File: src/design/ffca_pkg.sv
// ----------------------------------------------------------------------------
// ffca_pkg
// Transaction types, operation codes and controller states shared by the
// first-fit cell allocator.
// ----------------------------------------------------------------------------
`default_nettype none

package ffca_pkg;

  localparam int unsigned FUNC_W  = 1;
  localparam int unsigned COUNT_W = 5;
  localparam int unsigned SIZE_W  = 5;
  localparam int unsigned FADDR_W = 4;
  localparam int unsigned BADDR_W = 4;
  localparam int unsigned MAP_W   = 16;

  // Product of count_items and item_size, kept at full width.
  localparam int unsigned PROD_W  = COUNT_W + SIZE_W;

  localparam logic [FUNC_W-1:0] FUNC_ALLOC = 1'b0;
  localparam logic [FUNC_W-1:0] FUNC_FREE  = 1'b1;

  typedef struct packed {
    logic [FUNC_W-1:0]  func;
    logic [COUNT_W-1:0] count_items;
    logic [SIZE_W-1:0]  item_size;
    logic [FADDR_W-1:0] free_addr;
  } req_t;

  typedef struct packed {
    logic [BADDR_W-1:0] block_addr;
    logic               fail;
    logic [MAP_W-1:0]   used_map;
  } rsp_t;

  typedef enum logic [2:0] {
    ST_IDLE,
    ST_SCAN,
    ST_FILL,
    ST_FREE_RD,
    ST_FREE_SCAN,
    ST_DONE
  } state_e;

endpackage

`default_nettype wire

File: src/design/first_fit_cell_allocator.sv
// Allocate: the first free run long enough is found by a scan and then filled; an
// allocation that finds no run long enough fails. Free: every cell holding the tag of
// the named cell is cleared; freeing a free cell, or a zero-sized, oversized or
// out-of-range request, ends without a scan. The result is registered as the block
// returns to idle, and a stalled result holds the block in its final state.
// Reset clears the per-cell used flags, so every cell reads as free; no clearing pass.
// ----------------------------------------------------------------------------
// first_fit_cell_allocator
// Keeps an owner tag per cell in a synchronous memory and serves first-fit
// allocate and free-by-tag requests by scanning the memory.
// ----------------------------------------------------------------------------
`default_nettype none

module first_fit_cell_allocator #(
  parameter int unsigned CELLS = 16
) (
  input  wire logic            clk_i,
  input  wire logic            rst_ni,
  input  wire logic            in_valid_i,
  output logic                 in_stall_o,
  input  wire ffca_pkg::req_t  in_data_i,
  output logic                 out_valid_o,
  input  wire logic            out_stall_i,
  output ffca_pkg::rsp_t       out_data_o
);

  // Cell index width, and the width of a count that can hold CELLS itself.
  // A tag is start + 1, so it fits in the count width as well.
  localparam int unsigned ADDR_W = $clog2(CELLS);
  localparam int unsigned CNT_W  = $clog2(CELLS + 1);
  localparam int unsigned TAG_W  = CNT_W;
  localparam int unsigned CMP_W  = 8;

  localparam logic [ADDR_W-1:0] LAST_IDX = ADDR_W'(CELLS - 1);

  // --------------------------------------------------------------------------
  // Owner memory and used flags.
  // The memory holds the owner tag of each cell. The used flags are the
  // valid bits of the memory: reset clears them, so a cell whose flag is low
  // reads as tag zero whatever the memory holds. They also give the bitmap.
  // --------------------------------------------------------------------------
  logic [TAG_W-1:0]  owner_mem [CELLS];
  logic [CELLS-1:0]  used_q;

  logic [ADDR_W-1:0] rd_addr;
  logic [TAG_W-1:0]  rd_data_q;
  logic              rd_used_q;

  logic              wr_en;
  logic [ADDR_W-1:0] wr_addr;
  logic [TAG_W-1:0]  wr_data;
  logic              wr_used;

  always_ff @(posedge clk_i) begin
    if (wr_en) begin
      owner_mem[wr_addr] <= wr_data;
    end
    rd_data_q <= owner_mem[rd_addr];
  end

  always_ff @(posedge clk_i or negedge rst_ni) begin
    if (!rst_ni) begin
      used_q    <= '0;
      rd_used_q <= 1'b0;
    end else begin
      if (wr_en) begin
        used_q[wr_addr] <= wr_used;
      end
      rd_used_q <= used_q[rd_addr];
    end
  end

  // --------------------------------------------------------------------------
  // Controller registers.
  // --------------------------------------------------------------------------
  ffca_pkg::state_e  state_q, state_d;

  logic [ADDR_W-1:0] scan_q, scan_d;           // next cell to read
  logic              iss_on_q, iss_on_d;       // reads still to be issued
  logic              chk_vld_q, chk_vld_d;     // read data in flight is valid
  logic [ADDR_W-1:0] chk_idx_q, chk_idx_d;     // cell whose data arrives now
  logic [CNT_W-1:0]  run_q, run_d;             // length of the current free run
  logic [ADDR_W-1:0] run_start_q, run_start_d; // first cell of that run
  logic [CNT_W-1:0]  need_q, need_d;           // cells requested
  logic [ADDR_W-1:0] start_q, start_d;         // start of the placed block
  logic [ADDR_W-1:0] fill_idx_q, fill_idx_d;
  logic [CNT_W-1:0]  fill_left_q, fill_left_d;
  logic [TAG_W-1:0]  goal_q, goal_d;           // tag being freed
  logic              res_fail_q, res_fail_d;

  logic              out_valid_q, out_valid_d;
  ffca_pkg::rsp_t    out_q, out_d;

  // --------------------------------------------------------------------------
  // Request decode.
  // --------------------------------------------------------------------------
  logic                        in_accept;
  logic [ffca_pkg::PROD_W-1:0] prod;
  logic                        need_ok;
  logic                        faddr_ok;
  logic [ADDR_W+3:0]           faddr_ext;
  logic [ADDR_W-1:0]           faddr_idx;

  assign in_stall_o = (state_q != ffca_pkg::ST_IDLE);
  assign in_accept  = in_valid_i && !in_stall_o;

  assign prod     = ffca_pkg::PROD_W'(in_data_i.count_items) *
                    ffca_pkg::PROD_W'(in_data_i.item_size);
  assign need_ok  = (prod != '0) && (prod <= ffca_pkg::PROD_W'(CELLS));
  assign faddr_ok = (CMP_W'(in_data_i.free_addr) < CMP_W'(CELLS));

  assign faddr_ext = {{ADDR_W{1'b0}}, in_data_i.free_addr};
  assign faddr_idx = faddr_ext[ADDR_W-1:0];

  // --------------------------------------------------------------------------
  // Scan status. Read data arrives in the cycle after its address; chk_idx_q
  // names the cell that it belongs to.
  // --------------------------------------------------------------------------
  logic             cell_free;
  logic [CNT_W-1:0] run_inc;
  logic             hit;
  logic             last_chk;
  logic [TAG_W-1:0] owner_rd;
  logic             out_free;

  assign cell_free = !rd_used_q;
  assign run_inc   = run_q + CNT_W'(1);
  assign hit       = chk_vld_q && cell_free && (run_inc == need_q);
  assign last_chk  = chk_vld_q && (chk_idx_q == LAST_IDX);
  assign owner_rd  = rd_used_q ? rd_data_q : '0;
  assign out_free  = !out_valid_q || !out_stall_i;

  // --------------------------------------------------------------------------
  // Next state.
  // --------------------------------------------------------------------------
  always_comb begin
    state_d = state_q;
    case (state_q)
      ffca_pkg::ST_IDLE: begin
        if (in_accept) begin
          if (in_data_i.func == ffca_pkg::FUNC_FREE) begin
            state_d = faddr_ok ? ffca_pkg::ST_FREE_RD : ffca_pkg::ST_DONE;
          end else begin
            state_d = need_ok ? ffca_pkg::ST_SCAN : ffca_pkg::ST_DONE;
          end
        end
      end
      ffca_pkg::ST_SCAN: begin
        if (hit) begin
          state_d = ffca_pkg::ST_FILL;
        end else if (last_chk) begin
          state_d = ffca_pkg::ST_DONE;
        end
      end
      ffca_pkg::ST_FILL: begin
        if (fill_left_q == CNT_W'(1)) begin
          state_d = ffca_pkg::ST_DONE;
        end
      end
      ffca_pkg::ST_FREE_RD: begin
        state_d = (owner_rd == '0) ? ffca_pkg::ST_DONE : ffca_pkg::ST_FREE_SCAN;
      end
      ffca_pkg::ST_FREE_SCAN: begin
        if (last_chk) begin
          state_d = ffca_pkg::ST_DONE;
        end
      end
      ffca_pkg::ST_DONE: begin
        if (out_free) begin
          state_d = ffca_pkg::ST_IDLE;
        end
      end
      default: begin
        state_d = ffca_pkg::ST_IDLE;
      end
    endcase
  end

  // --------------------------------------------------------------------------
  // Datapath and memory control.
  // --------------------------------------------------------------------------
  logic [ADDR_W-1:0] hit_start;
  logic [ADDR_W+3:0] addr_ext;
  logic [CELLS+15:0] used_ext;

  assign hit_start = (run_q == '0) ? chk_idx_q : run_start_q;
  assign addr_ext  = {4'b0, start_q};
  assign used_ext  = {16'b0, used_q};

  always_comb begin
    scan_d      = scan_q;
    iss_on_d    = iss_on_q;
    chk_vld_d   = 1'b0;
    chk_idx_d   = chk_idx_q;
    run_d       = run_q;
    run_start_d = run_start_q;
    need_d      = need_q;
    start_d     = start_q;
    fill_idx_d  = fill_idx_q;
    fill_left_d = fill_left_q;
    goal_d      = goal_q;
    res_fail_d  = res_fail_q;
    out_valid_d = out_valid_q && out_stall_i;
    out_d       = out_q;

    rd_addr = '0;
    wr_en   = 1'b0;
    wr_addr = '0;
    wr_data = '0;
    wr_used = 1'b0;

    case (state_q)
      ffca_pkg::ST_IDLE: begin
        if (in_accept) begin
          res_fail_d = (in_data_i.func == ffca_pkg::FUNC_ALLOC) && !need_ok;
          start_d    = '0;
          need_d     = prod[CNT_W-1:0];
          scan_d     = '0;
          iss_on_d   = 1'b1;
          run_d      = '0;
          // The tag of the cell to free is read straight away.
          rd_addr    = faddr_idx;
        end
      end
      ffca_pkg::ST_SCAN, ffca_pkg::ST_FREE_SCAN: begin
        if (iss_on_q) begin
          rd_addr   = scan_q;
          chk_vld_d = 1'b1;
          chk_idx_d = scan_q;
          scan_d    = scan_q + ADDR_W'(1);
          if (scan_q == LAST_IDX) begin
            iss_on_d = 1'b0;
          end
        end
        if (state_q == ffca_pkg::ST_SCAN) begin
          if (chk_vld_q) begin
            if (cell_free) begin
              run_d = run_inc;
              if (run_q == '0) begin
                run_start_d = chk_idx_q;
              end
            end else begin
              run_d = '0;
            end
          end
          if (hit) begin
            start_d     = hit_start;
            fill_idx_d  = hit_start;
            fill_left_d = need_q;
          end else if (last_chk) begin
            res_fail_d = 1'b1;
          end
        end else begin
          // Clearing a cell writes behind the read pointer, which is always
          // one cell ahead, so no entry is read and written at once.
          if (chk_vld_q && rd_used_q && (rd_data_q == goal_q)) begin
            wr_en   = 1'b1;
            wr_addr = chk_idx_q;
            wr_data = '0;
            wr_used = 1'b0;
          end
        end
      end
      ffca_pkg::ST_FILL: begin
        wr_en       = 1'b1;
        wr_addr     = fill_idx_q;
        wr_data     = TAG_W'(start_q) + TAG_W'(1);
        wr_used     = 1'b1;
        fill_idx_d  = fill_idx_q + ADDR_W'(1);
        fill_left_d = fill_left_q - CNT_W'(1);
      end
      ffca_pkg::ST_FREE_RD: begin
        goal_d   = owner_rd;
        scan_d   = '0;
        iss_on_d = 1'b1;
      end
      ffca_pkg::ST_DONE: begin
        if (out_free) begin
          out_valid_d      = 1'b1;
          out_d.block_addr = addr_ext[3:0];
          out_d.fail       = res_fail_q;
          out_d.used_map   = used_ext[15:0];
        end
      end
      default: begin
        chk_vld_d = 1'b0;
      end
    endcase
  end

  always_ff @(posedge clk_i or negedge rst_ni) begin
    if (!rst_ni) begin
      state_q     <= ffca_pkg::ST_IDLE;
      iss_on_q    <= 1'b0;
      chk_vld_q   <= 1'b0;
      out_valid_q <= 1'b0;
    end else begin
      state_q     <= state_d;
      iss_on_q    <= iss_on_d;
      chk_vld_q   <= chk_vld_d;
      out_valid_q <= out_valid_d;
    end
  end

  always_ff @(posedge clk_i) begin
    scan_q      <= scan_d;
    chk_idx_q   <= chk_idx_d;
    run_q       <= run_d;
    run_start_q <= run_start_d;
    need_q      <= need_d;
    start_q     <= start_d;
    fill_idx_q  <= fill_idx_d;
    fill_left_q <= fill_left_d;
    goal_q      <= goal_d;
    res_fail_q  <= res_fail_d;
    out_q       <= out_d;
  end

  assign out_valid_o = out_valid_q;
  assign out_data_o  = out_q;

  // --------------------------------------------------------------------------
  // Assertions.
  // --------------------------------------------------------------------------
  // A block is only ever placed on cells that are free.
  a_fill_on_free: assert property (@(posedge clk_i) disable iff (!rst_ni)
    (state_q == ffca_pkg::ST_FILL) |-> !used_q[fill_idx_q])
    else $error("allocation overwrites a cell in use");

  // The fill phase always has cells left to write.
  a_fill_count: assert property (@(posedge clk_i) disable iff (!rst_ni)
    (state_q == ffca_pkg::ST_FILL) |-> (fill_left_q != '0))
    else $error("fill phase entered with no cells to write");

  // The read pointer never meets the cell being checked and written.
  a_no_rw_clash: assert property (@(posedge clk_i) disable iff (!rst_ni)
    (chk_vld_q && iss_on_q) |-> (scan_q != chk_idx_q))
    else $error("read and write-back address the same cell");

  // A failed allocation reports start address zero.
  a_fail_addr: assert property (@(posedge clk_i) disable iff (!rst_ni)
    out_valid_o |-> !(out_data_o.fail && (out_data_o.block_addr != '0)))
    else $error("failed transaction carries a nonzero address");

  // A result is produced only on leaving the final state of a request.
  a_result_source: assert property (@(posedge clk_i) disable iff (!rst_ni)
    $rose(out_valid_q) |-> ($past(state_q) == ffca_pkg::ST_DONE))
    else $error("result raised outside the completion state");

endmodule

`default_nettype wire
File: config.mk
export PLATFORM = sky130hd
export DESIGN_NAME = first_fit_cell_allocator
export DESIGN_NICKNAME = d
export VERILOG_FILES = /design/src/design/ffca_pkg.sv /design/src/design/first_fit_cell_allocator.sv
export SDC_FILE = /design/constraint.sdc
export NUM_CORES = 1
export LEC_CHECK = 0
export BUFFER_PORTS_ARGS = -buffer_cell sky130_fd_sc_hd__buf_2
export CAP_MARGIN = 10
export CELL_PAD_IN_SITES_DETAIL_PLACEMENT = 0
export CELL_PAD_IN_SITES_GLOBAL_PLACEMENT = 1
export CORE_UTILIZATION = 42
export CTS_BUF_LIST = sky130_fd_sc_hd__clkbuf_8
export DETAILED_ROUTE_END_ITERATION = 10
export PLACE_DENSITY_LB_ADDON = 0.1
export SYNTH_ARGS = -nofsm -noshare
export SYNTH_HDL_FRONTEND = slang
export SYNTH_SLANG_ARGS = --single-unit
export TNS_END_PERCENT = 50
File: constraint.sdc
create_clock -name clk_i -period 2.2 [get_ports clk_i]
set_clock_uncertainty 0.05 [all_clocks]
set_input_delay 0.22 -clock clk_i [delete_from_list [all_inputs] [get_ports clk_i]]
set_output_delay 0.22 -clock clk_i [all_outputs]
set_load 0.02 [all_outputs]
## After elaboration in Yosys (flattened, before gate mapping)

Memory sizes are Yosys's and may differ from the RTL's. A register that Yosys moved wholly into a read port is not among the register bits.
Index checks and enable logic that the tools add are counted.

- Register bits: 85
- Bits in writable memories: 80
- Logic and storage cells: 144
- Memories kept: 1

Memory list:

| memory | words | bits a word | rd ports | clocked after memory_dff | write ports | line | source |
|---|---|---|---|---|---|---|---|
| owner_mem | 16 | 5 | 1 | 1 | 1 | first_fit_cell_allocator.sv:42 | `logic [TAG_W-1:0] owner_mem [CELLS];` |

- Add/subtract/negate cells: 5
- $mul: 1
- Magnitude comparators: 4
- Eq/ne operators: 19
- Multiplexer cells: 57
- Bitwise gates (word level): 2
- Reductions and logical operators: 36

Operators with widths:

| kind | number |
|---|---|
| $mux 5 | 8 |
| $mux 4 | 9 |
| $pmux 4 s2 | 4 |
| $mux 3 | 7 |
| $pmux 5 s2 | 2 |
| $mux 1 | 19 |
| $ne 2x2->1 const B | 9 |
| $pmux 3 s6 | 1 |
| $bwmux 16 | 1 |
| $pmux 4 s3 | 1 |
| $reduce_and 4->1 | 3 |
| $eq 5x5->1 | 2 |
| $le 10x5->1 const B | 1 |
| $logic_and 1x1->1 | 10 |
| $logic_not 5->1 | 2 |
| $lt 4x5->1 const B | 2 |
| $mul 5x5->10 | 1 |
| $reduce_bool 10->1 | 1 |
| $reduce_and 3->1 | 3 |
| $add 4x1->4 const B | 2 |
| $eq 4x4->1 const B | 2 |
| $reduce_and 2->1 | 4 |
| $eq 3x2->1 const B | 2 |
| $eq 3x3->1 const B | 2 |
| 18 further kinds | 26 |

## Longest topological paths before layout

- Depth in word-level cells: 10
- Gate-level depth with buffers: 13
- Mapped depth without buffers: 13

## Worst setup path before layout

No wires, ideal clock.

- Path kind: input to register
- Start: input in_data_i[7] in the netlist's numbering
- End: register res_fail_q (data pin)
- Arrival time: 3.041 ns
- Data required time: 1.882 ns
- Path slack: -1.160 ns
- Cell stages on the path: 12
- Buffers on the path: 0
- Cell sequence: and2_1 > ha_1 > ha_1 > fa_1 > inv_1 > fa_1 > inv_1 > or4_1 > xor2_1 > nand4_1 > o21ai_0 > nand2_1

- Word-level cells in the longest chain between the ends: 7

RTL lines:

| element | line | source |
|---|---|---|
| from (decl) | first_fit_cell_allocator.sv:21 | `input wire ffca_pkg::req_t in_data_i,` |
| $mul 5x5->10 * | first_fit_cell_allocator.sv:107 | `assign prod = ffca_pkg::PROD_W'(in_data_i.count_items) *` |
| named net prod (one bit) | first_fit_cell_allocator.sv:98 | `logic [ffca_pkg::PROD_W-1:0] prod;` |
| $le 10x5->1 / $reduce_bool 10->1 (equally long branches) | first_fit_cell_allocator.sv:109 | `assign need_ok = (prod != '0) && (prod <= ffca_pkg::PROD_W'(CELLS));` |
| $logic_and 1x1->1 * | first_fit_cell_allocator.sv:109 |  |
| $logic_not 1->1 * | first_fit_cell_allocator.sv:215 | `res_fail_d = (in_data_i.func == ffca_pkg::FUNC_ALLOC) && !need_ok;` |
| $logic_and 1x1->1 * | first_fit_cell_allocator.sv:215 |  |
| $mux 1 * | first_fit_cell_allocator.sv:214 | `if (in_accept) begin` |
| $pmux 1 s2 * | first_fit_cell_allocator.sv:212 | `case (state_q)` |
| to (signal assigned) | first_fit_cell_allocator.sv:315 | `res_fail_q <= res_fail_d;` |
| to (decl) | first_fit_cell_allocator.sv:89 | `logic res_fail_q, res_fail_d;` |

The timed path passes the listed nets; every way through them passes the cells marked *. The select of a mux whose other input is x is not followed.
A chain may end at the register's enable or synchronous reset.

## Final worst setup path

- Start: input in_data_i[9] in the netlist's numbering
- End: register res_fail_q (data pin)

Same word-level chain as after synthesis.

==> run summary <==
After detailed placement, the design holds a cell count of 1,003. The placed cell area came out at 9550 um^2. The final RePlAce weighted congestion came out at 0.801. The overall power is 12.8 mW.

The leakage power total is 4.30 nW. The proportion of synthesized flip-flops having asynchronous set or reset is 0.135. Power spread over the standard cell area amounts to 1180 nW/um^2. The global-route usage over all layers came out at 0.209.

The largest single stage delay on the critical path is 500 ps. The global-route congestion overflow total is 0. The worst hold path begins at in_data_i[4]. After clock tree synthesis, the clock-pin slew on the worst setup and hold paths is 90 ps. The number of levels the H-tree was split into came out at 4. The maximum achievable frequency is 353 MHz. The first global-routing pass estimated 30.9 mm of wire.

Tracing the worst setup path back leads to its startpoint at in_data_i[9]. In the post-route analysis, the smallest setup slack over all paths is -631 ps. The warning count from the yosys run came out at 0. The finished cells cover 10,800 um^2. The remaining number of nets flagged by the antenna check after routing is 0. The via count of the routed design is 5,546. The fraction of final layout cells with drive strength greater than 1 came out at 0.357.

STA puts the critical path data arrival time at 2990 ps. In this run the critical register-to-register path is launched from state_q[2]. The flow ran to the end, but the final reports show violations. The gate count after technology mapping is 630. After the first detailed-routing iteration, the DRC count stood at 321.

The startpoint kind of the worst setup timing path is an input port. The count of flip-flops with a built-in enable after synthesis came out at 142. In the synthesized netlist the dominant register cell turns out to be sky130_fd_sc_hd__edfxtp_1. The internal power of the cells totals 7.96 mW. The y dimension of the die is 142 um. The worst slack at placement is -1120 ps.

The final reports fail on setup timing. The row count came out at 50. The part of the power in the clock network is 0.172.

The total negative slack for setup checks came out at -2930 ps. The number of stages on the worst setup path came out at 13. The data required time at the worst endpoint came out at 2360 ps. The proportion of total power due to net switching is 0.376. The clock passes through at most 2 buffers.

The tree is rooted in a sky130_fd_sc_hd__clkbuf_8. The register bit count reported by yosys is 170. The worst slew slack as a fraction of its limit is 0.610. The count of pins over their slew limit is 0.

0 antenna diodes ended up in the layout. After the last flow step, the layout net total stands at 838. The die width came out at 142 um. The cell depth of the worst hold path came out at 2. The endpoint class of the critical path is a register.

During placement, the flow inserted port buffers numbering 41. The first-pass iteration count of the detailed router is 4. Traced cell by cell, the critical path runs through buf_4 > and2_4 > ha_4 > ha_4 > fa_1 > inv_1 > fa_1 > inv_1 > or4_4 > xor2_1 > nand4_1 > o21ai_1 > nand2_1. The initial antenna violation count came out at 0.

The DRC violations left is 0. The register area is 4940 um^2. The switching power came out at 4.80 mW. The area of the core is 19,000 um^2.

The combinational cell fraction of total power came out at 0.460. The post-route worst hold slack came out at 117 ps. The biggest fanout along the worst timing path came out at 3. The number of nets in the synthesized netlist is 683. Setup repair after global routing could not meet its margin everywhere. The effective utilization at floorplan came out at 0.435.

Dividing the final minimum period by the clock period gives 1.29. TritonCTS built the clock tree. The count of unique library cells instantiated by Yosys is 64. Summing every instance area after synthesis gives 8250 um^2.

The sequential fraction of the synthesis area is 0.599. The worst path buffer plus inverter count came out at 3. A synthesized cell averages 13.1 um^2.

The number of setup violations in the final report is 25. The full die area is 20,200 um^2. Counting the buffers created by CTS gives 17.

The I/O pin count came out at 42. The final hold violation count is 0. Of the total power, registers draw 0.368. The filler-free cell count of the finished design came out at 1,058. The max capacitance violation total came out at 0. Compared with the post-synthesis result, the final layout area differs by 30.7%.

Wires add up to 20.0 mm. The maximum vdd drop came out at 0.00127 V. The wire length per cell came out at 18.9 um. The multi-input combinational cells in the finished layout cover a total of 3590 um^2.

The core utilization of the finished layout is 0.568. Clock latency on the worst-skew pair, taken at its later pin, is 450 ps. The tightest min-delay check is of the in2reg type. The post-DP HPWL is 13.8 mm.

The number of global-route vias before repair was 5,563. For the pin with the worst max-slew slack, the measured transition is 586 ps. The largest individual stage delay along the critical path comes from the cell sky130_fd_sc_hd__fa_1. The CTS sink count is 170. The kind of cell with the highest combined delay along the critical path is adder cells. The final critical-path required period came out at 2830 ps.

The number of filler instances in the final layout came out at 1,589. Using the TritonRoute via totals, the vias-per-cell ratio works out to 5.24. The maximum number of pins on one net before global-route repair is 44. The critical path is of the in2reg type.

The number of cells on the worst reg-to-reg path came out at 9.
[registers in the layout, summed over array words and instances, names as in the netlist, 3 cells and up]
register / cells
scan_q: 4
run_start_q: 4
used_q: 16
fill_idx_q: 4
out_data_o: 21
need_q: 5
rd_data_q: 5
fill_left_q: 5
start_q: 4
goal_q: 5
run_q: 5
state_q: 3
chk_idx_q: 4
owner_mem: 80
[final cells by class]
class / count / share of cell area
multi-input cells: 407 / 0.334
clock buffers: 17 / 0.0217
inverters: 28 / 0.00975
clock inverters: 15 / 0.0149
repair buffers: 161 / 0.131
flip-flops and latches: 170 / 0.459
well taps: 260 / 0.0302
[routing by layer]
layer / global-route usage / share of wire
met2: 0.360 / 0.51
met4: 0.0526 / 0.012
met5: 0 / 0
met3: 0.0380 / 0.039
met1: 0.272 / 0.44
[power by group through the flow]
| stage | combinational [mW] | sequential (mW) | clock [mW] |
|---|---|---|---|
| 2_1_floorplan | 2.83 | 4.67 | 0 |
| 3_3_place_gp | 4.61 | 4.68 | 0 |
| 3_5_place_dp | 4.66 | 4.70 | 0 |
| 4_1_cts | 5.77 | 4.66 | 2.24 |
| 5_1_grt | 6.34 | 4.75 | 2.37 |
| 6_report | 5.87 | 4.69 | 2.20 |
[logic make-up after synthesis]
group / Yosys count / share of synthesized area
mux: 67 / 0.0886
simple gates: 184 / 0.115
flops: 170 / 0.599
compound gates: 96 / 0.0815
fa+ha+maj: 34 / 0.0598
buf+inv: 53 / 0.0276
xor+xnor: 26 / 0.0285
[worst paths after layout]
kind / endpoint / slack (ps)
setup / recovery: res_fail_q / -630
hold / removal: need_q[0] / 120
setup reg to reg: rd_data_q[3] / -170
hold reg to reg: out_data_o[14] / 440
max in group asynchronous: state_q[0] / 1420
min in group asynchronous: used_q[11] / 240
[cell usage after synthesis, types with 15 or more instances]
| library cell | count | area (um^2) |
|---|---|---|
| sky130_fd_sc_hd__edfxtp_1 | 142 | 4260 |
| sky130_fd_sc_hd__nand2_1 | 52 | 195 |
| sky130_fd_sc_hd__nor2_1 | 42 | 158 |
| sky130_fd_sc_hd__mux2i_1 | 31 | 310 |
| sky130_fd_sc_hd__inv_1 | 27 | 101 |
| sky130_fd_sc_hd__and2_1 | 25 | 156 |
| sky130_fd_sc_hd__ha_1 | 25 | 313 |
| sky130_fd_sc_hd__o211ai_1 | 24 | 180 |
| sky130_fd_sc_hd__dfrtp_1 | 23 | 576 |
| sky130_fd_sc_hd__mux2_1 | 20 | 225 |
| sky130_fd_sc_hd__o21ai_0 | 19 | 95.1 |
| sky130_fd_sc_hd__a21oi_1 | 15 | 75.1 |
[what timing repair did]
| item | CTS | global route |
|---|---|---|
| gates resized for setup | 64 | 50 |
| pin swaps | 32 | 41 |
| endpoints found under the setup margin | 84 | 121 |
| hold buffers | 3 | 0 |
| gates cloned | 5 | 0 |
| buffers inserted | 9 | 10 |
| hold endpoints to repair | 25 | 0 |
[layout by cell type (no fill, tap or decap), types with 13 or more instances in the layout]
cell | Yosys | routed
sky130_fd_sc_hd__ha_1 | 25 | 20
sky130_fd_sc_hd__buf_2 | 8 | 35
sky130_fd_sc_hd__inv_1 | 27 | 27
sky130_fd_sc_hd__clkbuf_8 | 0 | 17
sky130_fd_sc_hd__nand2_1 | 52 | 49
sky130_fd_sc_hd__dfrtp_1 | 23 | 22
sky130_fd_sc_hd__mux2_1 | 20 | 13
sky130_fd_sc_hd__o211ai_1 | 24 | 24
sky130_fd_sc_hd__edfxtp_1 | 142 | 142
sky130_fd_sc_hd__buf_6 | 0 | 17
sky130_fd_sc_hd__o21ai_0 | 19 | 18
sky130_fd_sc_hd__mux2i_1 | 31 | 26
sky130_fd_sc_hd__buf_4 | 5 | 88
sky130_fd_sc_hd__and2_1 | 25 | 21
sky130_fd_sc_hd__nor2_1 | 42 | 31
(Power assumes the default switching activity.)
